## src/rtl/lzfd_pkg.sv

```systemverilog
// Shared types and constants for the LZSS flag-byte decoder.
package lzfd_pkg;

    localparam int CODE_W   = 8;
    localparam int COUNT_W  = 21;
    localparam int OFF_W    = 12;
    localparam int LEN_W    = 6;
    localparam int FLAG_W   = 9;
    localparam int QDEPTH   = 4;
    localparam int QPTR_W   = 2;
    localparam int QCNT_W   = 3;
    localparam int PADDR_W  = 3;
    localparam int PDATA_W  = 32;
    localparam int MIN_LEN  = 3;

    localparam logic [1:0] KIND_BYTE = 2'd0;
    localparam logic [1:0] KIND_OK   = 2'd1;
    localparam logic [1:0] KIND_FAIL = 2'd2;

    localparam logic REG_MODE = 1'b0;
    localparam logic REG_CAP  = 1'b1;

    localparam logic [COUNT_W-1:0] CAP_RESET = 21'h100000;
    localparam logic [FLAG_W-1:0]  FLAG_MARK = 9'h100;

    typedef struct packed {
        logic [7:0] code_byte;
        logic       stream_end;
    } in_item_t;

    typedef struct packed {
        logic [7:0] pixel_byte;
        logic [1:0] kind;
        logic       run_last;
    } out_item_t;

    typedef enum logic {
        PH_TOKEN,
        PH_MATCH_HI
    } phase_t;

    typedef enum logic [1:0] {
        OP_NONE,
        OP_LIT,
        OP_COPY
    } cmd_op_t;

    typedef enum logic [1:0] {
        TERM_NONE,
        TERM_OK,
        TERM_FAIL
    } term_t;

    typedef struct packed {
        cmd_op_t           op;
        logic [7:0]        data;
        logic [OFF_W-1:0]  off;
        logic [LEN_W-1:0]  len;
        term_t             term;
    } cmd_t;

    typedef struct packed {
        logic                mode;
        logic [COUNT_W-1:0]  capacity;
    } cfg_t;

endpackage

```

## src/rtl/lzfd_top_cfg.sv

```systemverilog
// Configuration registers behind the APB-style port.
module lzfd_top_cfg (
    input  logic                          aclk,
    input  logic                          aresetn,
    input  logic                          psel,
    input  logic                          penable,
    input  logic                          pwrite,
    input  logic [lzfd_pkg::PADDR_W-1:0]  paddr,
    input  logic [lzfd_pkg::PDATA_W-1:0]  pwdata,
    output logic [lzfd_pkg::PDATA_W-1:0]  prdata,
    output logic                          pready,
    output lzfd_pkg::cfg_t                cfg
);
    import lzfd_pkg::*;

    logic               mode_reg;
    logic [COUNT_W-1:0] cap_reg;
    logic               wr_en;
    logic               reg_sel;

    assign pready  = 1'b1;
    assign wr_en   = psel && penable && pwrite;
    assign reg_sel = paddr[2];

    always_ff @(posedge aclk) begin
        if (!aresetn) begin
            mode_reg <= 1'b0;
            cap_reg  <= CAP_RESET;
        end else if (wr_en) begin
            unique case (reg_sel)
                REG_MODE: mode_reg <= pwdata[0];
                REG_CAP:  cap_reg  <= pwdata[COUNT_W-1:0];
                default:  ;
            endcase
        end
    end

    always_comb begin
        unique case (reg_sel)
            REG_MODE: prdata = PDATA_W'(mode_reg);
            REG_CAP:  prdata = PDATA_W'(cap_reg);
            default:  prdata = '0;
        endcase
    end

    assign cfg.mode     = mode_reg;
    assign cfg.capacity = cap_reg;

endmodule

```

## config.mk

```make
export PLATFORM = sky130hd
export DESIGN_NAME = lzfd_top_cfg
export DESIGN_NICKNAME = d
export VERILOG_FILES = /design/src/rtl/lzfd_pkg.sv /design/src/rtl/lzfd_top_cfg.sv
export SDC_FILE = /design/constraint.sdc
export NUM_CORES = 1
export LEC_CHECK = 0
export ABC_AREA = 1
export BUFFER_PORTS_ARGS = -buffer_cell sky130_fd_sc_hd__buf_2
export CAP_MARGIN = 10
export CORE_MARGIN = 10
export CORE_UTILIZATION = 41
export CTS_BUF_LIST = sky130_fd_sc_hd__clkbuf_4
export DETAILED_ROUTE_END_ITERATION = 8
export PLACE_DENSITY = 0.82
export SYNTH_ARGS = -nofsm -noshare
export SYNTH_HDL_FRONTEND = slang
export SYNTH_SLANG_ARGS = --single-unit
export TNS_END_PERCENT = 5
```

## constraint.sdc

```tcl
create_clock -name aclk -period 1.1 [get_ports aclk]
set_clock_uncertainty 0.15 [all_clocks]
set_input_delay 0.22 -clock aclk [delete_from_list [all_inputs] [get_ports aclk]]
set_output_delay 0.22 -clock aclk [all_outputs]
set_load 0.1 [all_outputs]
```

# After elaboration in Yosys (flattened, before gate mapping)
# Index checks and enable logic that the tools add are counted.
[totals]
reg_bits = 22
latch_bits = 0
ramBits = 0
romBits = 0
inputBits = 40
output_inout_bits = 55
wordCells = 8
memories = 0
[op_classes]
add_sub_neg = 0
multipliers = 0
div_mod_pow = 0
n_lt_le_gt_ge = 0
eq_ne = 0
n_shift = 0
muxes = 1
bitwise = 1
reduce_logical = 4
[ops]
columns = ["cell", "n"]
rows = [
  ["one-hot mux 32 bit (2 select lines)", 1],
  ["AND reduction 2 bit", 2],
  ["logical AND 1 bit", 2],
  ["NOT 1 bit", 1],
]

# Logic depth before layout (Yosys ltp)
[logic_depth]
word_depth = 3
mapped_depth = 6
mapped_depth_nobuf = 5

# Least setup slack after synthesis
# No wires, ideal clock.
[synth_timing]
path_type = "flip-flop to output port"
start = "register cap_reg[0]"
end = "output port prdata[0] (netlist bit)"
arrival_time_ns = 1.731
t_required_ns = 0.730
path_slack_ns = -1.001
stages_incl_launch_ff = 3
path_buffers = 0
cell_sequence = "dfxtp_1 > nand2_1 > nand2_1"
[synth_via]
elab_chain_cells = 1
[synth_lines]
columns = ["item", "line", "text"]
rows = [
  ["from (decl)", "lzfd_top_cfg.sv:17", "logic [COUNT_W-1:0] cap_reg;"],
  ["from (signal assigned)", "lzfd_top_cfg.sv:32", "REG_CAP: cap_reg <= pwdata[COUNT_W-1:0];"],
  ["one-hot mux 32 bit (2 select lines)", "lzfd_top_cfg.sv:39", "unique case (reg_sel)"],
  ["to (decl)", "lzfd_top_cfg.sv:10", "output logic [lzfd_pkg::PDATA_W-1:0] prdata,"],
]
# No other way between the ends. The select of a mux whose other input is x is not followed.

# Final worst setup path
[layout_timing]
start = "register cap_reg[4]"
end = "output port prdata[4] (netlist bit)"
# The elaborated chain is that of the path after synthesis.

==> flow_summary.ini <==
[timing]
finalSetupViolations = 43
rsz0062_at_grt = true
holdWs_ns = 0.0736
fin_ws_ns = -0.326
fmax_ghz = 0.701
period_needed_ns = 1.43
maxSlewViolCount = 0
final-hold-violation-count = 0
finalCritPeriodShare = 1.30

[cells_and_area]
drive_gt1_frac = 0.561
nFillCells = 74
seq_area_um2 = 520
largest_register_ffs = 21
post-route-util = 0.947
antenna_cells = 0
syn_to_final_growth_pct = 114
multi_input_area_um2 = 679
final_common_cell = buf_12
stdcell_area_mm2 = 0.00268
layout_common_cells = 46 x buf_12, 41 x nor2_1, 26 x buf_2
nets = 321

[routing]
wirelength_um = 5830
drtAntennaViolNets = 0
drtIter0Drc = 97
wl_per_cell_um = 18.7
vias = 1598
drc = 0
vias_per_cell = 5.14
firstDrtPassIters = 4

[critical_path]
crit_arrival_ns = 1.06
slowest_delay_ns = 0.39
critPathLaunchType = register
path_max_fanout = 3
path_class = reg2out
crit_path_top_delay_cell = dfxtp_4
crit_required_ns = 0.73
crit_chain = nand2_4 > clkinvlp_4 > buf_12
cp-end-kind = output port

[placed_design]
dp_slack_ns = -0.241
port_buffers = 69
place_area_mm2 = 0.00258
globalplace.congestion = 0.741
hpwl_um = 3960

[logic_synthesis]
netlist_area_mm2 = 0.00125
ys_seq_area_frac = 0.352
ys_seq_elements = 22
synth.distinct_cells = 14
synth_warnings = 0
postSynthCellCount = 204
syn_area_per_cell_um2 = 6.13

[die]
core_area_mm2 = 0.00283
rows = 19
dieArea_mm2 = 0.00566
io_pins = 95
die_h_um = 75.2
die_width_um = 75.2
initial_core_util = 0.442

[grt]
grt_first_pass_wirelength_um = 8920
grt.total_usage = 0.207
grt_pass1_vias = 1763
overflow = 0
grt_max_degree = 23
antenna_found_initial = 0

[cts]
clock_latency_ns = 0.32
clk_pin_slew_worst_paths_ns = 0.13
clk_path_buf_depth = 2
cts_root_buffer = clkbuf_4
clock_sinks = 22
cts_tree = built
cts_made_buffers = 3
h-tree-depth = 1

[flow_run]
maxCapViolCount = 0

[power]
leakagePower_nw = 1.27
ir_drop_uv = 1230
power_density_mw_per_mm2 = 865

[hold_path]
min_path_type = in2reg

[outcome]
violations = setup timing
status = finished with violations
==> power breakdown <==
part	switching (mW)	internal, mW	leakage, nW
sequential	0.0476	0.793	0.194
combinational	0.738	0.307	1.06
clock	0.264	0.167	0.0184
total	1.05	1.27	1.27
==> layer usage <==
| layer | wire length (um) | track usage |
|---|---|---|
| met1 | 2010 | 0.198 |
| met2 | 3130 | 0.394 |
| met3 | 394 | 0.0526 |
| met4 | 297 | 0.113 |
| met5 | 0 | 0 |
==> repair_timing <==
action | in CTS | in global routing
hold endpoints to repair | 1 | 0
resized for setup | 6 | 1
hold buffers | 1 | 0
pin swaps | 0 | 0
setup endpoints to repair | 43 | 43
buffers inserted | 5 | 0
==> cell families (layout without fill, tap and decap cells) <==
logic type             after synthesis  in the layout  share of synthesized area
AOI/OAI and AO/OA                    2              2                    0.00800
buffers and inverters               66            132                      0.262
DFF                                 22             22                      0.352
other                                2             12                    0.00601
and+or+nand+nor                    112            112                      0.371
==> cell type report <==
cell class              instances  area share
repair buffers                 86       0.440
multi-input cells             126       0.254
flip-flops and latches         22       0.194
inverters                      42      0.0869
well taps                      31      0.0145
clock buffers                   4      0.0112
==> through the flow <==
stage	instances	power (mW)	TNS (ns)
global placement	301	1.84	-4.48
floorplan	214	1.59	-4.75
finish	311	2.32	-10.65
global route	311	2.38	-11.78
detailed placement	301	1.86	-5.89
CTS	311	2.29	-10.31
==> synth_stat cells <==
cell,n,area (um^2)
nand2_1,46,173
inv_2,2,7.51
buf_2,4,20.0
buf_6,2,22.5
buf_4,16,120
a21oi_1,1,5.00
o21ai_0,1,5.00
nor2_1,41,154
inv_1,40,150
conb_1,2,7.51
nand3_1,23,115
buf_1,2,7.51
nor2_4,2,22.5
dfxtp_1,22,440
==> path summary, 6_finish.rpt <==
kind	from	end	slack, ns	depth (start not counted)
max	cap_reg[4]	prdata[4]	-0.33	3
min	pwdata[18]	cap_reg[18]	0.07	5
max reg2reg	cap_reg[19]	cap_reg[19]	0.16	3
min reg2reg	cap_reg[20]	cap_reg[20]	0.40	2
==> worst max-delay path: cells and delay by family (launching register included) <==
kind	cells	cell delay [ns]
buffers and inverters	2	0.27
AND/OR/NAND/NOR	1	0.07
flip-flops	1	0.39
Power figures use the tool's default switching activity.
