`src/rtl/lzfd_pkg.sv`:
```
// Shared types and constants for the LZSS flag-byte decoder.
package lzfd_pkg;

    localparam int CODE_W   = 8;
    localparam int COUNT_W  = 21;
    localparam int OFF_W    = 12;
    localparam int LEN_W    = 6;
    localparam int FLAG_W   = 9;
    localparam int QDEPTH   = 4;
    localparam int QPTR_W   = 2;
    localparam int QCNT_W   = 3;
    localparam int PADDR_W  = 3;
    localparam int PDATA_W  = 32;
    localparam int MIN_LEN  = 3;

    localparam logic [1:0] KIND_BYTE = 2'd0;
    localparam logic [1:0] KIND_OK   = 2'd1;
    localparam logic [1:0] KIND_FAIL = 2'd2;

    localparam logic REG_MODE = 1'b0;
    localparam logic REG_CAP  = 1'b1;

    localparam logic [COUNT_W-1:0] CAP_RESET = 21'h100000;
    localparam logic [FLAG_W-1:0]  FLAG_MARK = 9'h100;

    typedef struct packed {
        logic [7:0] code_byte;
        logic       stream_end;
    } in_item_t;

    typedef struct packed {
        logic [7:0] pixel_byte;
        logic [1:0] kind;
        logic       run_last;
    } out_item_t;

    typedef enum logic {
        PH_TOKEN,
        PH_MATCH_HI
    } phase_t;

    typedef enum logic [1:0] {
        OP_NONE,
        OP_LIT,
        OP_COPY
    } cmd_op_t;

    typedef enum logic [1:0] {
        TERM_NONE,
        TERM_OK,
        TERM_FAIL
    } term_t;

    typedef struct packed {
        cmd_op_t           op;
        logic [7:0]        data;
        logic [OFF_W-1:0]  off;
        logic [LEN_W-1:0]  len;
        term_t             term;
    } cmd_t;

    typedef struct packed {
        logic                mode;
        logic [COUNT_W-1:0]  capacity;
    } cfg_t;

endpackage

```
`src/rtl/lzfd_queue.sv`:
```
// Small command queue between the parser and the output engine.
module lzfd_queue (
    input  logic           aclk,
    input  logic           aresetn,
    input  logic           push,
    input  lzfd_pkg::cmd_t push_cmd,
    output logic           full,
    input  logic           pop,
    output logic           not_empty,
    output lzfd_pkg::cmd_t head_cmd
);
    import lzfd_pkg::*;

    cmd_t              entry_reg [QDEPTH];
    logic [QPTR_W-1:0] wr_ptr_reg, wr_ptr_next;
    logic [QPTR_W-1:0] rd_ptr_reg, rd_ptr_next;
    logic [QCNT_W-1:0] count_reg, count_next;

    assign full      = count_reg == QCNT_W'(QDEPTH);
    assign not_empty = count_reg != '0;
    assign head_cmd  = entry_reg[rd_ptr_reg];

    assign wr_ptr_next = push ? wr_ptr_reg + QPTR_W'(1) : wr_ptr_reg;
    assign rd_ptr_next = pop ? rd_ptr_reg + QPTR_W'(1) : rd_ptr_reg;
    assign count_next  = count_reg + QCNT_W'(push) - QCNT_W'(pop);

    always_ff @(posedge aclk) begin
        if (push) begin
            entry_reg[wr_ptr_reg] <= push_cmd;
        end
    end

    always_ff @(posedge aclk) begin
        if (!aresetn) begin
            wr_ptr_reg <= '0;
            rd_ptr_reg <= '0;
            count_reg  <= '0;
        end else begin
            wr_ptr_reg <= wr_ptr_next;
            rd_ptr_reg <= rd_ptr_next;
            count_reg  <= count_next;
        end
    end

    a_no_overflow: assert property (@(posedge aclk) disable iff (!aresetn)
        push |-> !full || pop) else $error("queue push while full");

    a_no_underflow: assert property (@(posedge aclk) disable iff (!aresetn)
        pop |-> not_empty) else $error("queue pop while empty");

    a_ptr_count: assert property (@(posedge aclk) disable iff (!aresetn)
        (count_reg == '0 || count_reg == QCNT_W'(QDEPTH)) |-> wr_ptr_reg == rd_ptr_reg)
        else $error("queue pointers disagree with count");

endmodule

```
`config.mk`:
```
export PLATFORM = sky130hd
export DESIGN_NAME = lzfd_queue
export DESIGN_NICKNAME = d
export VERILOG_FILES = /design/src/rtl/lzfd_pkg.sv /design/src/rtl/lzfd_queue.sv
export SDC_FILE = /design/constraint.sdc
export NUM_CORES = 1
export LEC_CHECK = 0
export ABC_CLOCK_PERIOD_IN_PS = 1800
export BUFFER_PORTS_ARGS = -buffer_cell sky130_fd_sc_hd__buf_2
export CAP_MARGIN = 10
export CORE_MARGIN = 1
export CORE_UTILIZATION = 25
export CTS_CLUSTER_SIZE = 10
export DETAILED_ROUTE_END_ITERATION = 12
export MAX_ROUTING_LAYER = met4
export PLACE_DENSITY = 0.53
export SLEW_MARGIN = 20
export SYNTH_ARGS = -nofsm -noshare
export SYNTH_HDL_FRONTEND = slang
export SYNTH_SLANG_ARGS = --single-unit
```
`constraint.sdc`:
```
create_clock -name aclk -period 1.8 [get_ports aclk]
set_input_delay 0.36 -clock aclk [delete_from_list [all_inputs] [get_ports aclk]]
set_output_delay 0.36 -clock aclk [all_outputs]
set_load 0.01 [all_outputs]
```
* Yosys cells after proc, flatten, opt, wreduce, memory -nomap -nowiden
Memory sizes are Yosys's and may differ from the RTL's. A register that Yosys moved wholly into a read port is not among the register bits.
Index checks and enable logic that the tools add are counted.
** Storage, ports and cells
- Register bits :: 7
- RAM bits :: 120
- Bits of input ports :: 34
- Output and inout port bits :: 32
- Word-level logic and storage cells :: 14
- Memories :: 1
** Memories
- entry_reg :: depth 4, bits a word 30, rd ports 1, clocked after Yosys merged registers in 1, wr ports 1, line lzfd_queue.sv:14 : cmd_t entry_reg [QDEPTH];
** Operators by class
- Add/sub/neg operators :: 4
- Equality and inequality tests :: 1
- Multiplexer cells :: 4
- Reduce and logical (&&, ||, !) cells :: 1
** Operators with widths (count)
- $add A2 B1 Y2 const B :: 2
- $mux W2 :: 2
- $add A3 B1 Y3 :: 1
- $eq A3 B3 Y1 const B :: 1
- $reduce_bool A3 Y1 :: 1
- $sub A3 B1 Y3 :: 1
- $mux W1 :: 2

* Longest topological paths before layout
- Depth in word-level cells :: 3
- Mapped depth :: 7
- Depth with buffers taken out :: 7

* Least setup slack after synthesis
Ideal clock, no wire load.
- Kind :: input-to-reg
- Start point :: in pop
- End point :: reg count_reg[2]
- Setup time :: 117 ps
- Arrival time :: 1564 ps
- Data required time :: 1683 ps
- Path slack :: 119 ps
- Cell stages on the path :: 6
- Path buffers :: 0
- Path through :: ha_1 inv_1 ha_1 fa_1 xor3_1 nor2_1
** On the way
- Word-level cells in the longest chain between the ends :: 1
** RTL lines
- from (decl) :: line lzfd_queue.sv:8 : input logic pop,
- $sub A3 B1 Y3 :: line lzfd_queue.sv:25 : assign count_next = count_reg + QCNT_W'(push) - QCNT_W'(pop);
- to (signal assigned) :: line lzfd_queue.sv:41 : count_reg <= count_next;
- to (decl) :: line lzfd_queue.sv:17 : logic [QCNT_W-1:0] count_reg, count_next;
No other way between the ends.
A chain may end at the register's enable or synchronous reset.

==> results_dict.tcl <==
set metrics [dict create \
    hp-class "input pin to flip-flop" \
    clk_latency_ns 0.41 \
    holdWs_ns 0.163 \
    syn_nets 240 \
    yosys.area_share.simple_pct 1.60 \
    grt_pass1_vias 2430 \
    synthAdderAreaFrac_pct 1.99 \
    diodes 0 \
    nFillCells 1774 \
    cts_tree "done" \
    reg2reg_to "count_reg[2]" \
    finClkSkew_ns 0.00362 \
    cts_root_buf "clkbuf_16" \
    placed_cell_area_um2 5530 \
    numCtsBuffers 17 \
    vias 2209 \
    core-area_um2 18700 \
    drt_iter0_drc 97 \
    fin_crit_sh_pct 113 \
    clock.fmax_mhz 492 \
    wl_met2_um 4790 \
    ys_ff_latch 129 \
    gr-total-overflow 0 \
    hold_viol 0 \
    dieWidth_um 140 \
    tightest_slew_ns 0.240 \
    largest_reg_flops 120 \
    cts.path.max_buffers 2 \
    avgSynthCellArea_um2 24.0 \
    drv_slew 0 \
    synthCells 199 \
    min-delay-start "push_cmd[6]" \
    drv_cap 0 \
    antenna_found_initial 0 \
    violations "setup timing" \
    ys_top_cells_by_area "edfxtp_1 (76%), mux4_2 (14%), dfxtp_1 (3.8%)" \
    holdPathEnd "entry_reg[3][6]" \
    cp_slowest_stage_delay_ns 0.55 \
    num_io_pins 66 \
    p_leak_nw 2.16 \
    dr.max_layer_used "met4" \
    initial_core_util_pct 25.5 \
    critPathBufInv 2 \
    crit_fanout 17 \
    routabilityCongestion 0.667 \
    port_buffers 65 \
    h-tree-depth 4 \
    grt_usage_pct 10.5 \
    drc_errors 0 \
    hpwl_um 5560 \
    path_class "flip-flop to primary output" \
    cellPowerDensity_nw_per_um2 1250 \
    clock-sinks 129 \
    multi_input_area_um2 918 \
    fin_util_pct 33.6 \
    yosysUniqueCellTypes 18 \
    wl_um 9160 \
    synthMuxAreaShare_pct 14.4 \
    area_delta_synth_final_pct 31.6 \
    wl_per_cell_um 17.1 \
    rows 50 \
    synth_compound_area_share_pct 0.315 \
    r2r_setup_slack_ns 0.07 \
    final_layout_size_suffix_gt1_share_pct 46.9 \
    via_per_inst 4.11 \
    yosysTopAreaCell "edfxtp_1" \
    nets 331 \
    total_power_w 0.00784 \
    crit_arrival_ns 1.67 \
    dieArea_um2 19600 \
    finalSetupViolCount 30 \
    finalSetupTns_ns -5.88 \
    status "complete, but fails checks" \
    reg2reg_depth 7 \
    max_slew_margin_pct 84.0 \
    grt_max_degree 24 \
    crit_family "multiplexers" \
    yosys_warnings 0 \
    synth_top_family_by_area "multiplexers" \
    seqCellArea_um2 3790 \
    grt_setup_unrepaired "true" \
    ir_drop_v 0.000624 \
    die_h_um 140 \
    end_kind "primary output" \
    worst_slack_ns -0.231 \
    critPathRequiredTime_ns 1.44 \
    dr.pass1.iters 4 \
    synth_top_area_share_pct 75.5 \
    ant_nets 0 \
    start_kind "flip-flop" \
    met3WireLength_um 318 \
    fin_area_um2 6280 \
    clk_pin_slew_ns 0.06 \
    r2r_start "count_reg[0]" \
    synth_xor_area_share_pct 0.865 \
    crit_slowest_cell "mux4_2" \
    path_cells "buf_12, mux4_2, buf_6" \
    wl_met1_um 3930 \
    synth_area_um2 4770 \
    cts_setup_buffers 0 \
    whs_path_depth 1 \
    grt_pass1_wl_um 14100 \
    synth_seq_area_share_pct 79.3 \
    min_period_ns 2.03 \
]
## cell usage in the layout (no fill, tap or decap), drive strengths merged
cell and instances:
buf 78, clkbuf 19, mux4 30, clkinvlp 3, and2 6, bufinv 4, inv 7, nor2 5
or3 1, xor3 1, ha 6, xnor2 2, and3 1, dfxtp 9, edfxtp 120, clkinv 6
nand3b 1, mux2i 1, a21bo 1, fa 1, a21oi 1
## per-stage QoR
| step | cells | worst slack [ns] |
|---|---|---|
| 2_1_floorplan | 199 | 0.119 |
| 3_3_place_gp | 505 | -0.0367 |
| 3_5_place_dp | 505 | -0.0611 |
| 4_1_cts | 537 | -0.274 |
| 5_1_grt | 537 | -0.308 |
| 6_report | 537 | -0.231 |
## metal layers
| metal | track usage [%] | vias to the layer above |
|---|---|---|
| li1 | - | 1000 |
| met2 | 17.3 | 50 |
| met3 | 3.69 | 11 |
| met5 | - | - |
| met1 | 11.7 | 1148 |
| met4 | 4.34 | 0 |
## synth_stat cells, drive strengths merged
cell    number
edfxtp     120
mux4        30
dfxtp        9
inv          7
and2         6
buf          6
ha           6
nor2         5
xnor2        2
a21bo        1
a21oi        1
and3         1
fa           1
mux2i        1
nand3b       1
or3          1
xor3         1
## report_power, final
group	internal (W)	total, W	leakage [nW]	switching, W
sequential	0.00345	0.00350	1.18	0.0000511
combinational	0.000463	0.000848	0.704	0.000384
clock	0.00229	0.00349	0.283	0.00121
total	0.00620	0.00784	2.16	0.00164
## worst max-delay path by stage
stage / to / start / cells after the start
global route: head_cmd[28] / flip-flop / 3
finish: head_cmd[8] / flip-flop / 3
global placement: count_reg[2] / pop / 7
floorplan: count_reg[2] / pop / 6
CTS: head_cmd[8] / flip-flop / 3
detailed placement: count_reg[2] / pop / 7
## worst reg2reg max path: stages, from the launching register on
cell and delay, ns:
dfxtp_2 0.32, inv_1 0.05, ha_1 0.26, inv_1 0.04, ha_1 0.18, fa_1 0.36, xor3_1 0.37, nor2_1 0.04
## layout make-up
class	instances	area share, %
inverters	7	0.418
repair buffers	78	10.4
clock buffers	19	6.89
multi-input cells	57	14.6
flip-flops and latches	129	60.3
well taps	234	4.66
clock inverters	13	2.67
## repair_timing
item                       4_1_cts  5_1_grt
setup endpoints to repair       30       31
hold buffers                     0        0
gates resized for setup         15       10
## logic make-up after synthesis
logic type | count (synthesis)
DFF | 129
muxes | 31
and+or+nand+nor | 14
buffers and inverters | 13
adders and majority gates | 7
xor gates and xnor gates | 3
AOI/OAI and AO/OA | 2
Note: power is estimated with default switching activity, not from simulation.
