**src/rtl/lzfd_pkg.sv**
```systemverilog
// Shared types and constants for the LZSS flag-byte decoder.
package lzfd_pkg;

    localparam int CODE_W   = 8;
    localparam int COUNT_W  = 21;
    localparam int OFF_W    = 12;
    localparam int LEN_W    = 6;
    localparam int FLAG_W   = 9;
    localparam int QDEPTH   = 4;
    localparam int QPTR_W   = 2;
    localparam int QCNT_W   = 3;
    localparam int PADDR_W  = 3;
    localparam int PDATA_W  = 32;
    localparam int MIN_LEN  = 3;

    localparam logic [1:0] KIND_BYTE = 2'd0;
    localparam logic [1:0] KIND_OK   = 2'd1;
    localparam logic [1:0] KIND_FAIL = 2'd2;

    localparam logic REG_MODE = 1'b0;
    localparam logic REG_CAP  = 1'b1;

    localparam logic [COUNT_W-1:0] CAP_RESET = 21'h100000;
    localparam logic [FLAG_W-1:0]  FLAG_MARK = 9'h100;

    typedef struct packed {
        logic [7:0] code_byte;
        logic       stream_end;
    } in_item_t;

    typedef struct packed {
        logic [7:0] pixel_byte;
        logic [1:0] kind;
        logic       run_last;
    } out_item_t;

    typedef enum logic {
        PH_TOKEN,
        PH_MATCH_HI
    } phase_t;

    typedef enum logic [1:0] {
        OP_NONE,
        OP_LIT,
        OP_COPY
    } cmd_op_t;

    typedef enum logic [1:0] {
        TERM_NONE,
        TERM_OK,
        TERM_FAIL
    } term_t;

    typedef struct packed {
        cmd_op_t           op;
        logic [7:0]        data;
        logic [OFF_W-1:0]  off;
        logic [LEN_W-1:0]  len;
        term_t             term;
    } cmd_t;

    typedef struct packed {
        logic                mode;
        logic [COUNT_W-1:0]  capacity;
    } cfg_t;

endpackage

```
**src/rtl/lzfd_front.sv**
```systemverilog
// Front end: parses flag bytes and tokens, checks limits, issues commands.
module lzfd_front #(
    parameter int HISTORY_DEPTH = 4096
) (
    input  logic              aclk,
    input  logic              aresetn,
    input  lzfd_pkg::cfg_t    cfg,
    input  logic              s_valid,
    output logic              s_ready,
    input  lzfd_pkg::in_item_t s_data,
    input  logic              q_full,
    output logic              q_push,
    output lzfd_pkg::cmd_t    q_cmd
);
    import lzfd_pkg::*;

    localparam logic [COUNT_W-1:0] DEPTH_C = COUNT_W'(HISTORY_DEPTH);

    logic [COUNT_W-1:0] oc_reg, oc_next;
    logic [FLAG_W-1:0]  flag_reg, flag_next;
    phase_t             phase_reg, phase_next;
    logic [7:0]         lo_reg, lo_next;
    logic               drain_reg, drain_next;

    logic               accept;
    logic [7:0]         b;
    logic               last;
    logic [OFF_W-1:0]   off;
    logic [LEN_W-1:0]   len;
    logic               full_cap;
    logic [COUNT_W-1:0] room;
    logic [LEN_W-1:0]   len_eff;
    logic               bad_off;
    logic               failed;
    cmd_t               cmd;

    assign s_ready = !q_full;
    assign accept  = s_valid && s_ready;
    assign b       = s_data.code_byte;
    assign last    = s_data.stream_end;

    always_comb begin
        if (cfg.mode) begin
            off = {1'b0, b, lo_reg[7:5]};
            len = LEN_W'(lo_reg[4:0]) + LEN_W'(MIN_LEN);
        end else begin
            off = {b, lo_reg[7:4]};
            len = LEN_W'(lo_reg[3:0]) + LEN_W'(MIN_LEN);
        end
    end

    assign full_cap = oc_reg >= cfg.capacity;
    assign room     = cfg.capacity - oc_reg;
    assign len_eff  = full_cap ? '0 :
                      (room < COUNT_W'(len)) ? room[LEN_W-1:0] : len;
    assign bad_off  = (off == '0) || (COUNT_W'(off) > oc_reg) || (COUNT_W'(off) > DEPTH_C);

    always_comb begin
        phase_next = phase_reg;
        if (accept) begin
            if (drain_reg || last) begin
                phase_next = PH_TOKEN;
            end else if (phase_reg == PH_MATCH_HI) begin
                phase_next = PH_TOKEN;
            end else if (flag_reg > FLAG_W'(1) && !flag_reg[0]) begin
                phase_next = PH_MATCH_HI;
            end
        end
    end

    always_comb begin
        oc_next    = oc_reg;
        flag_next  = flag_reg;
        lo_next    = lo_reg;
        drain_next = drain_reg;
        failed     = 1'b0;
        cmd.op     = OP_NONE;
        cmd.data   = b;
        cmd.off    = off;
        cmd.len    = len_eff;
        cmd.term   = TERM_NONE;
        if (accept && !drain_reg) begin
            if (phase_reg == PH_TOKEN) begin
                if (flag_reg <= FLAG_W'(1)) begin
                    flag_next = FLAG_MARK | FLAG_W'(b);
                end else if (flag_reg[0]) begin
                    if (full_cap) begin
                        failed = 1'b1;
                    end else begin
                        cmd.op    = OP_LIT;
                        oc_next   = oc_reg + COUNT_W'(1);
                        flag_next = flag_reg >> 1;
                    end
                end else begin
                    lo_next = b;
                end
            end else begin
                if (bad_off) begin
                    failed = 1'b1;
                end else begin
                    if (len_eff != '0) begin
                        cmd.op = OP_COPY;
                    end
                    oc_next   = oc_reg + COUNT_W'(len_eff);
                    flag_next = flag_reg >> 1;
                end
            end
            if (failed) begin
                cmd.term   = TERM_FAIL;
                drain_next = 1'b1;
            end else if (last) begin
                cmd.term = TERM_OK;
            end
        end
        if (accept && last) begin
            oc_next    = '0;
            flag_next  = '0;
            lo_next    = '0;
            drain_next = 1'b0;
        end
    end

    assign q_cmd  = cmd;
    assign q_push = accept && ((cmd.op != OP_NONE) || (cmd.term != TERM_NONE));

    always_ff @(posedge aclk) begin
        if (!aresetn) begin
            oc_reg    <= '0;
            flag_reg  <= '0;
            phase_reg <= PH_TOKEN;
            lo_reg    <= '0;
            drain_reg <= 1'b0;
        end else begin
            oc_reg    <= oc_next;
            flag_reg  <= flag_next;
            phase_reg <= phase_next;
            lo_reg    <= lo_next;
            drain_reg <= drain_next;
        end
    end

endmodule

```
**config.mk**
```make
export PLATFORM = sky130hd
export DESIGN_NAME = lzfd_front
export DESIGN_NICKNAME = d
export VERILOG_FILES = /design/src/rtl/lzfd_pkg.sv /design/src/rtl/lzfd_front.sv
export SDC_FILE = /design/constraint.sdc
export NUM_CORES = 1
export LEC_CHECK = 0
export ABC_CLOCK_PERIOD_IN_PS = 9750
export BUFFER_PORTS_ARGS = -buffer_cell sky130_fd_sc_hd__buf_2
export CAP_MARGIN = 20
export CORE_ASPECT_RATIO = 2
export CORE_MARGIN = 2
export CORE_UTILIZATION = 40
export CTS_CLUSTER_SIZE = 24
export DETAILED_ROUTE_END_ITERATION = 12
export PLACE_DENSITY = 0.67
export SYNTH_ARGS = -nofsm -noshare
export SYNTH_HDL_FRONTEND = slang
export SYNTH_SLANG_ARGS = --single-unit
```
**constraint.sdc**
```tcl
create_clock -name aclk -period 9.75 [get_ports aclk]
set_input_delay 1.4625 -clock aclk [delete_from_list [all_inputs] [get_ports aclk]]
set_output_delay 1.4625 -clock aclk [all_outputs]
set_load 0.01 [all_outputs]
```
* Word level (Yosys, flattened, before mapping) *
Cells that the tools add are included.
Widths: inputs -> output; s select.

word-level totals
  bits in registers = 40
  bits in latches = 0
  memory bits (writable) = 0
  ROM bits = 0
  input port bits = 35
  output and inout bits = 32
  word-level logic and storage cells = 80
  memories kept = 0

operators by class
  $add $sub $neg = 5
  multiply operators = 0
  divide/modulo/power cells = 0
  $lt $le $gt $ge = 5
  equality and inequality tests = 4
  shift-type cells = 0
  multiplexer cells = 33
  bitwise gates (word level) = 4
  reductions and logical operators = 23

operator list
  cell                   count
  $mux 21                5
  $mux 9                 5
  $add 21x1->21 const B  1
  $add 21x6->21          1
  $ge 21x21->1           1
  $gt 12x21->1           1
  $lt 21x6->1            1
  $sub 21x21->21         1
  $mux 6                 3
  $mux 1                 13
  $logic_not 12->1       1
  $mux 12                1
  $mux 2                 6
  $gt 9x1->1 const B     1
  $le 9x1->1 const B     1
  $reduce_and 4->1       2
  $add 5x2->6 const B    1
  $ne 2x2->1 const B     3
  $reduce_bool 2->1      3
  $reduce_bool 6->1      1
  $add 4x2->5 const B    1
  $logic_and 1x1->1      5
  $reduce_and 5->1       1
  $not 1->1              4
  6 further kinds        11

* Logic depth before layout (Yosys ltp) *
Gate-level depths: netlist of the first run.

  word-level depth = 13
  mapped depth = 28
  gate-level depth less buffers = 28

* Worst setup path before layout of the first run *
OpenSTA, ideal clock, no wires.

  path type = input-to-reg
  from = input port cfg[0] in the netlist's numbering
  to = register oc_reg[14]
  library setup time = 0.128 ns
  arrival time = 6.744 ns
  required time = 9.622 ns
  setup slack = 2.879 ns
  stages on the path = 28
  buffers on the path = 0
  path through = inv_1 > ha_1 > fa_1 > and2b_1 > o21a_1 > nor2_1 > xnor2_1 > ha_1 > a21oi_1 > o22ai_1 > nor4_1 > o2111ai_1 > a2111oi_4 > nand4bb_2 > nor4_4 > mux2i_1 > a21o_1 > ha_1 > fa_1 > a21oi_1 > nor2_1 > nor2_1 > o21bai_1 > a21oi_1 > or4b_2 > nor3_1 > xnor2_1 > nor2_1

on the way
  word-level cells in the longest chain between the ends = 7
  elaborated cells between the ends (all ways) = 10
  classes of those cells = add/sub: 2; order compare: 2; eq/ne: 1; mux: 4; reduce/logical: 1

ends and longest elaborated chain
  what                  line               RTL
  from (decl)           lzfd_front.sv:7    input lzfd_pkg::cfg_t cfg,
  $sub 21x21->21        lzfd_front.sv:53   assign room = cfg.capacity - oc_reg;
  $lt 21x6->1           lzfd_front.sv:55   (room < COUNT_W'(len)) ? room[LEN_W-1:0] : len;
  $mux 6                lzfd_front.sv:55
  $mux 6                lzfd_front.sv:54   assign len_eff = full_cap ? '0 :
  $add 21x6->21         lzfd_front.sv:104  oc_next = oc_reg + COUNT_W'(len_eff);
  $mux 21               lzfd_front.sv:98   if (bad_off) begin
  $mux 21               lzfd_front.sv:83   if (phase_reg == PH_TOKEN) begin
  to (signal assigned)  lzfd_front.sv:134  oc_reg <= oc_next;
  to (decl)             lzfd_front.sv:19   logic [COUNT_W-1:0] oc_reg, oc_next;

Several ways; a longest one is shown, not always the timed one. The select of a mux whose other input is x is not followed.
A chain may end at the register's enable or synchronous reset.

* Worst setup path after layout of the first run *
Same ends and word-level chain as after synthesis.

==> metrics, run 1 <==
Hold Crit Class=reg -> reg; Vias per Instance=5.61; Core Area=10300 um2; fraction of layout cells with a size suffix above 1=17.1%; cell taking the most area after synthesis=dfxtp_1; Tcrit/Tclk final=73.9%; CTS max path bufs=2; placed cell count=725; Tmin final=7.20 ns; Leak Pwr=1.84 nW; Root Buffer=clkbuf_16; drt first pass iters=6; port bufs=66; RSZ-0062 raised after global routing=no; CTS H-tree depth=2; setup tns final=0 ns; CP Max Fanout=7; top cells by count, synth=nor2_1, nand2_1, ha_1; Yosys warnings=0; most frequent cell after synthesis=nor2_1; post-CTS sizing=0; Synth Instances=546; IO Count=67; Slew Viols, Final=0; Largest register FFs=21; data required time of the worst path=9.92 ns; startpoint type of the worst setup path=input port; post-CTS setup buffer count=0; Vert. Die Dim=149 um; antenna violations before repair=0; Post-Route Skew=0.00681 ns; first-pass GRT wire length=19100 um; top post-synthesis cells by area=dfxtp_1, ha_1, mux2i_1; Post-Layout Cell Count=733; Seq/Total Area, Yosys=19.0%; hold buffers post-CTS=0; Most Frequent Cell on Critical Path=nor2_1; Inserted Clock Buffers=5; Area Growth Syn to Fin=13.0%; slowest cell on the critical path=or4b_2; total die area=11400 um2; Tot GR Track Use=20.9%; largest net degree at the start of global routing=24; via count=4111; Post-synth ARST share=0%; CTS tree=yes; headroom to the max-slew limit=33.5%; clock sink count=40; ys flop type=dfxtp_1; Slew @ Worst Pin=0.994 ns; VDD IR max=143 uV; # setup viols final=0; antenna-violating nets left=0; final hold vios=0; DP HPWL=9520 um; Netlist Area Pre-Place=4210 um2; Die Wd=76.5 um; post-synth cell types=63; Synth Register Bits=40; ANT cells=0; post-synth top area share=19.0%; Syn Area/Cell=7.70 um2; total gr overflow=0; WL/cell=16.1 um; Final GP Congestion=0.929; final wirelength=11800 um; number of global-route vias before repair=3873; Final #Nets=677; Initial Utilization=40.7%; Worst-path clk slew=0.06 ns; Worst path max stage delay=0.63 ns; Max-Cap Viols=0; Core Rows=53; Clock Latency Late Sink=0.29 ns; critical path endpoint category=flip-flop; EDFF count, synth=0; pwr dens=109 nW/um2; Achievable Freq=139 MHz; crit path DAT=7.37 ns; status=complete, no violations; Iter 0 DRT Violations=263; Worst Path Class, Setup=in -> reg; Synthesized Nets=628; # fillers=1093; Remaining DRCs=0
==> cell usage in the layout (no fill, tap or decap), types with 7 or more instances in the layout <==
master     n
a21o_1     9
a21oi_1   43
a22oi_1    7
and2_1     7
buf_2     66
dfxtp_1   40
ha_1      45
inv_1     39
mux2_2    10
mux2i_1   23
nand2_1   51
nand2b_1   7
nand3_1   16
nand4_1   10
nor2_1    52
nor2b_1    9
nor3_1    14
nor4_1    13
o21ai_0   21
xnor2_1   22
==> cells by family after synthesis <==
group                      count (synthesis)  share of synthesized area, %
xor gates and xnor gates                  25                          5.21
AOI/OAI and AO/OA                        131                          20.9
and+or+nand+nor                          205                          25.2
adders and majority gates                 47                          14.3
muxes                                     33                          8.15
buffers and inverters                     65                          7.14
DFF                                       40                          19.0
==> worst max-delay path: cells and delay by family <==
| family | cells | cell delay (ns) |
|---|---|---|
| adders and majority gates | 5 | 1.32 |
| AOI/OAI and AO/OA | 9 | 1.43 |
| muxes | 1 | 0.30 |
| and+or+nand+nor | 10 | 2.35 |
| xor gates and xnor gates | 2 | 0.40 |
| buffers and inverters | 2 | 0.10 |
==> layer usage <==
metal  up-vias  global-route usage, %  wire length, um
met4         0                   8.00              289
met1      1908                   27.0             5280
met3        14                   3.27              527
met2       123                   35.1             5690
met5         -                      0                0
li1       2066                      -                -
==> path summary, 6_finish.rpt <==
| path | start | to | depth (start not counted) | slack (ns) |
|---|---|---|---|---|
| min reg2reg | flag_reg[7]$_SDFFE_PP0P_ | flag_reg[6]$_SDFFE_PP0P_ | 2 | 0.47 |
| min | flag_reg[7]$_SDFFE_PP0P_ | flag_reg[6]$_SDFFE_PP0P_ | 2 | 0.47 |
| max reg2reg | oc_reg[1]$_SDFFE_PP0P_ | oc_reg[14]$_SDFFE_PP0P_ | 28 | 3.29 |
| max | cfg[0] | oc_reg[14]$_SDFFE_PP0P_ | 29 | 2.55 |
==> power breakdown <==
group | switching (mW) | total, mW | internal [mW]
clock | 0.0691 | 0.204 | 0.135
sequential | 0.00455 | 0.173 | 0.168
combinational | 0.0853 | 0.143 | 0.0577
total | 0.159 | 0.520 | 0.361
==> stage by stage <==
step,hold slack (ns),util (%),cell area (um2),setup slack [ns],power (mW)
2_1_floorplan,0.445,-,4210,2.88,0.279
3_3_place_gp,0.460,44.2,4570,2.48,0.317
3_5_place_dp,0.466,44.2,4570,2.28,0.318
4_1_cts,0.474,45.9,4750,2.62,0.522
5_1_grt,0.488,45.9,4750,2.08,0.545
6_report,0.471,45.9,4750,2.55,0.520
==> layout make-up <==
type                    count  area [um2]  share of cell area [%]
repair buffers             68         345                    7.27
well taps                 137         171                    3.61
inverters                  39         146                    3.08
clock inverters             1        30.0                   0.632
flip-flops and latches     40         801                    16.9
multi-input cells         441        3110                    65.4
clock buffers               7         153                    3.21
(Power assumes the default switching activity.)
==> run 2: changes to the inputs <==
Settings changed: ABC_AREA set to 1, ABC_CLOCK_PERIOD_IN_PS 9750 to 6550, PLACE_DENSITY 0.67 to 0.68.
Clock period 9.75 ns to 6.55 ns, I/O delays scaled along.
==> run 2 against run 1 <==
Compared with the run above:
- worst setup slack got worse by 1.2 ns
- utilization grew 0.30 points
- first-iteration DRC count increased by 8.7%
- sequential share of layout area down 1.6 points
- die area rose by 11%
- critical path depth shrank 5
- clock power grew 50%
- cell area up 10%
- via count up 27%
- routed wire length up 29%
- synthesized area up 11%
- largest power group unchanged
==> metrics, run 2 <==
critical path endpoint category=output pin; post-synth top area share=17.5%; clock sink count=40; internal power=0.558 mW; cell family with the largest share of critical-path delay=simple AND/OR/NAND/NOR gates; clock power share=35.1%; Root Buffer=clkbuf_16; slowest cell on the critical path=fa_1; post-synth cell types=43; Tot GR Track Use=25.0%; P_sw=0.317 mW; startpoint type of the worst setup path=input port; top post-synthesis cells by area=nand2_1, dfxtp_1, ha_1; Critical Path Stages=24; port bufs=66; CP Buf/Inv Count=4; Area Growth Syn to Fin=12.5%; Hold Crit Class=reg -> reg; Inserted Clock Buffers=5; worst setup margin=1.30 ns; IO Count=67; Yosys warnings=0; R2R depth=27; VDD IR max=142 uV; CTS max path bufs=2; EDFF count, synth=0; number of global-route vias before repair=5304; Switching Share=36.2%; # setup viols final=0; CTS tree=yes; Slew @ Worst Pin=0.662 ns; Syn Area/Cell=5.98 um2; Netlist Area Pre-Place=4670 um2; Final GP Congestion=0.977; Synth Register Bits=40; dpl ws=1.15 ns; Worst path max stage delay=0.37 ns; Core Rows=55; hold buffers post-CTS=0; Seq/Total Area, Yosys=17.2%; Leak Pwr=2.65 nW; Clock Latency Late Sink=0.29 ns; final hold vios=0; cell taking the most area after synthesis=nand2_1; Worst Path Class, Setup=in -> out; Synthesized Nets=862; RSZ-0062 raised after global routing=no; Iter 0 DRT Violations=286; headroom to the max-slew limit=55.7%; CTS H-tree depth=2; post-CTS sizing=0; Slew Viols, Final=0; total gr overflow=0; Flop pwr share=30.3%; worst hold stages=2; Die Wd=80.4 um; commonest non-fill, non-tap cells in the layout=nand2_1, inv_1, nor2_1, buf_2, a21oi_1; Most Frequent Cell on Critical Path=nand2_1; post-CTS setup buffer count=0; worst-path cell chain=buf_2 -> inv_1 -> ha_1 -> fa_1 -> inv_1 -> nand3_1 -> nand2_2 -> xor2_1 -> ha_1 -> a21oi_1 -> o221ai_1 -> nand2_1 -> nand2_1 -> nor2_1 -> nand2_2 -> nor2_8 -> nand3_1 -> nand3_1 -> nand2_1 -> nor2_1 -> nand2_1 -> nand2_1 -> nand2_1 -> buf_2; status=complete, no violations; WL/cell=15.5 um; largest net degree at the start of global routing=25; Post-Layout Cell Count=978; Max-Cap Viols=0; crit path DAT=4.26 ns; Synth Instances=780; fraction of layout cells with a size suffix above 1=14.7%; setup tns final=0 ns; Vias per Instance=5.35; ANT cells=0; Tcrit/Tclk final=80.1%; Achievable Freq=191 MHz; Post-Route Skew=0.00413 ns; data required time of the worst path=5.57 ns; pwr dens=167 nW/um2; Core Area=11400 um2; combinational share of power=34.6%; via count=5237; final wirelength=15200 um; Initial Utilization=41.1%; total die area=12600 um2; Vert. Die Dim=157 um; Hold Slack=0.466 ns; Post-synth ARST share=0%; Reg2Reg Setup Slack=1.78 ns; most frequent cell after synthesis=nand2_1; first-pass GRT wire length=24400 um; drt first pass iters=4; Tmin final=5.25 ns; commonest non-fill, non-tap cell in the layout=nand2_1; antenna-violating nets left=0; Remaining DRCs=0; Final Util=46.2%; antenna violations before repair=0; ys flop type=dfxtp_1; CP Max Fanout=6; Largest register FFs=21; placed cell count=970; Final #Nets=917; DP HPWL=12800 um; top cells by count, synth=nand2_1, inv_1, nor2_1; Worst-path clk slew=0.06 ns
## run 2: cell type report
class | count | area [um2]
clock inverter | 1 | 30.0
timing repair buffer | 67 | 338
sequential | 40 | 801
multi-input combinational | 603 | 3310
inverter | 118 | 443
clock buffer | 7 | 153
tap | 142 | 178
fill | 1259 | 6100
## run 2: kinds of logic after synthesis
family / after synthesis / share of synthesized area [%]
compound gates: 122 / 14.5
xor+xnor: 19 / 3.57
fa+ha+maj: 47 / 12.9
buf+inv: 137 / 12.0
flops: 40 / 17.2
simple gates: 415 / 39.9
## run 2: final timing paths
check	startpoint	endpoint
worst min register to register	lo_reg[6]$_SDFFE_PP0P_	lo_reg[6]$_SDFFE_PP0P_
worst min-delay path	lo_reg[6]$_SDFFE_PP0P_	lo_reg[6]$_SDFFE_PP0P_
worst max register to register	oc_reg[0]$_SDFFE_PP0P_	oc_reg[12]$_SDFFE_PP0P_
worst max-delay path	cfg[0]	q_push
## run 2: routing by layer
metal | wire [um] | global-route usage [%] | part of all wire [%] | vias to the layer above
met5 | 0 | 0 | 0 | -
met4 | 1120 | 18.1 | 7.4 | 0
met3 | 567 | 2.25 | 3.7 | 69
met2 | 8400 | 48.8 | 55 | 174
met1 | 5110 | 22.8 | 34 | 2338
li1 | - | - | - | 2656
## run 2: stage by stage
step	cell area, um2	total power [mW]
2_1_floorplan	4670	0.485
3_3_place_gp	5070	0.570
3_5_place_dp	5070	0.571
4_1_cts	5250	0.880
5_1_grt	5250	0.926
6_report	5250	0.875
## run 2: power groups by stage
stage	Clock, mW	Combinational, mW	Sequential (mW)
finish	0.307	0.303	0.265
global route	0.319	0.341	0.266
CTS	0.313	0.302	0.265
detailed placement	0	0.300	0.270
global placement	0	0.300	0.270
floorplan	0	0.218	0.267
## run 2: tightest hold or removal path: stages (launching register included)
cell	delay, ns
dfxtp_1	0.31
inv_1	0.06
a21oi_1	0.05
==> run 3: changes to the inputs <==
Settings changed: ABC_CLOCK_PERIOD_IN_PS 6550 to 4600.
Clock period 6.55 ns to 4.6 ns, I/O delays scaled along.
==> run 3 against run 2 <==
Compared with the run above:
- clock-buffer cell count shrank 2
- non-clock buffer count up 46
- sequential share of layout area shrank 1.2 points
- clock skew about the same
- sequential power up 42%
- cell count rose by 4.6%
- global-route usage is 0.63 points higher
- flip-flop and latch count unchanged
- clock power up 14%
- first-iteration DRC count shrank 15%
- critical path depth up 3
- worst setup slack worse by 1.2 ns
- critical path type unchanged
- largest power group is now combinational cells
- highest routed layer unchanged
==> metrics, run 3 (synthesized netlist as in run 2, its figures left out) <==
status=complete, no violations; pwr dens=214 nW/um2; Final GP Congestion=0.933; Inserted Clock Buffers=5; RSZ-0062 raised after global routing=yes; Iter 0 DRT Violations=244; Vert. Die Dim=157 um; Core Rows=55; Hold Crit Class=reg -> reg; Worst R2R End=oc_reg[16]$_SDFFE_PP0P_; Worst Path Class, Setup=in -> out; final hold vios=0; fraction of layout cells with a size suffix above 1=23.0%; IO Count=67; final wirelength=15800 um; Slew Viols, Final=0; port bufs=66; data required time of the worst path=3.91 ns; critical path endpoint category=output pin; Worst path max stage delay=0.28 ns; fin area=5710 um2; worst r2r src=oc_reg[0]$_SDFFE_PP0P_; Hold Slack=0.467 ns; multi-input logic area=3450 um2; Reg2Reg Setup Slack=0.19 ns; commonest non-fill, non-tap cell in the layout=nand2_1; CP Max Fanout=5; startpoint type of the worst setup path=input port; Worst Setup EP=q_push; commonest non-fill, non-tap cells in the layout=nand2_1, inv_1, buf_2, nor2_1, a21oi_1; critical path startpoint=cfg[0]; drt first pass iters=4; Largest register FFs=21; R2R depth=29; Slew @ Worst Pin=0.678 ns; headroom to the max-slew limit=54.6%; antenna violations before repair=0; Post-Route Skew=0.00462 ns; # setup viols final=0; Area Growth Syn to Fin=22.3%; Remaining DRCs=0; Tcrit/Tclk final=97.0%; dpl ws=-0.204 ns; number of global-route vias before repair=5194; # fillers=1231; clock sink count=40; WL/cell=15.4 um; via count=5449; first-pass GRT wire length=24700 um; Final #Nets=963; Tmin final=4.46 ns; ANT cells=0; Initial Utilization=41.1%; slowest cell on the critical path=or2_2; Core Area=11400 um2; CTS tree=yes; Root Buffer=clkbuf_16; DP HPWL=13200 um; VDD IR max=253 uV; total die area=12600 um2; worst setup margin=0.136 ns; antenna-violating nets left=0; total gr overflow=0; Die Wd=80.4 um; Final Util=50.2%; Tot Pwr=1.22 mW; largest net degree at the start of global routing=24; Leak Pwr=2.86 nW; DP Area=5400 um2; crit path DAT=3.77 ns; Tot GR Track Use=25.6%; Worst-path clk slew=0.06 ns; CTS max path bufs=2; Sequential Area=801 um2; Vias per Instance=5.33; Max-Cap Viols=0; Clock Latency Late Sink=0.29 ns; CTS H-tree depth=2; Achievable Freq=224 MHz
[run 3: area by class of cell]
type                    instances  area share, %
repair buffers                113           12.2
clock buffers                   5           2.19
multi-input cells             603           60.5
clock inverters                 2          0.219
inverters                     118           7.76
flip-flops and latches         40           14.0
well taps                     142           3.11
[run 3: worst max-delay path, delay by kind of cell]
| kind | cells | cell delay, ns |
|---|---|---|
| and+or+nand+nor | 14 | 1.46 |
| buffers and inverters | 8 | 0.75 |
| adders and majority gates | 3 | 0.63 |
| AOI/OAI and AO/OA | 2 | 0.24 |
[run 3: repair_timing]
item | in CTS | in global routing
setup buffers | 0 | 2
gates cloned | 0 | 0
hold buffers | 0 | 0
endpoints found under the setup margin | 2 | 17
resized for setup | 2 | 41
pin swaps | 0 | 15
[run 3: worst min-delay path by stage]
stage                        endpoint  cells past startpoint                    from  slack (ns)
4_1_cts        lo_reg[6]$_SDFFE_PP0P_                      2  lo_reg[6]$_SDFFE_PP0P_        0.47
6_report       lo_reg[7]$_SDFFE_PP0P_                      2  lo_reg[7]$_SDFFE_PP0P_        0.47
3_3_place_gp   lo_reg[6]$_SDFFE_PP0P_                      2  lo_reg[6]$_SDFFE_PP0P_        0.45
5_1_grt        lo_reg[6]$_SDFFE_PP0P_                      2  lo_reg[6]$_SDFFE_PP0P_        0.48
2_1_floorplan  lo_reg[7]$_SDFFE_PP0P_                      2  lo_reg[7]$_SDFFE_PP0P_        0.44
3_5_place_dp   lo_reg[6]$_SDFFE_PP0P_                      2  lo_reg[6]$_SDFFE_PP0P_        0.46
[run 3: report_power, final]
part	internal [mW]	switching, mW	total (mW)
Clock	0.197	0.152	0.349
Combinational	0.184	0.309	0.492
Sequential	0.364	0.0124	0.377
Total	0.745	0.473	1.22
[run 3: per-layer routing]
metal  GRT usage (%)  vias up  wire, um
met5               0        -         0
met1            24.1     2471      5460
met3            2.13       67       498
li1                -     2752         -
met4            17.4        0      1260
met2            50.0      159      8550
[run 3: per-stage QoR]
step | setup TNS, ns | cells
after CTS | 0 | 1021
after detailed placement | -1.57 | 1014
final | 0 | 1023
after floorplan | 0 | 780
after global routing | -0.248 | 1023
after global placement | -0.245 | 1014
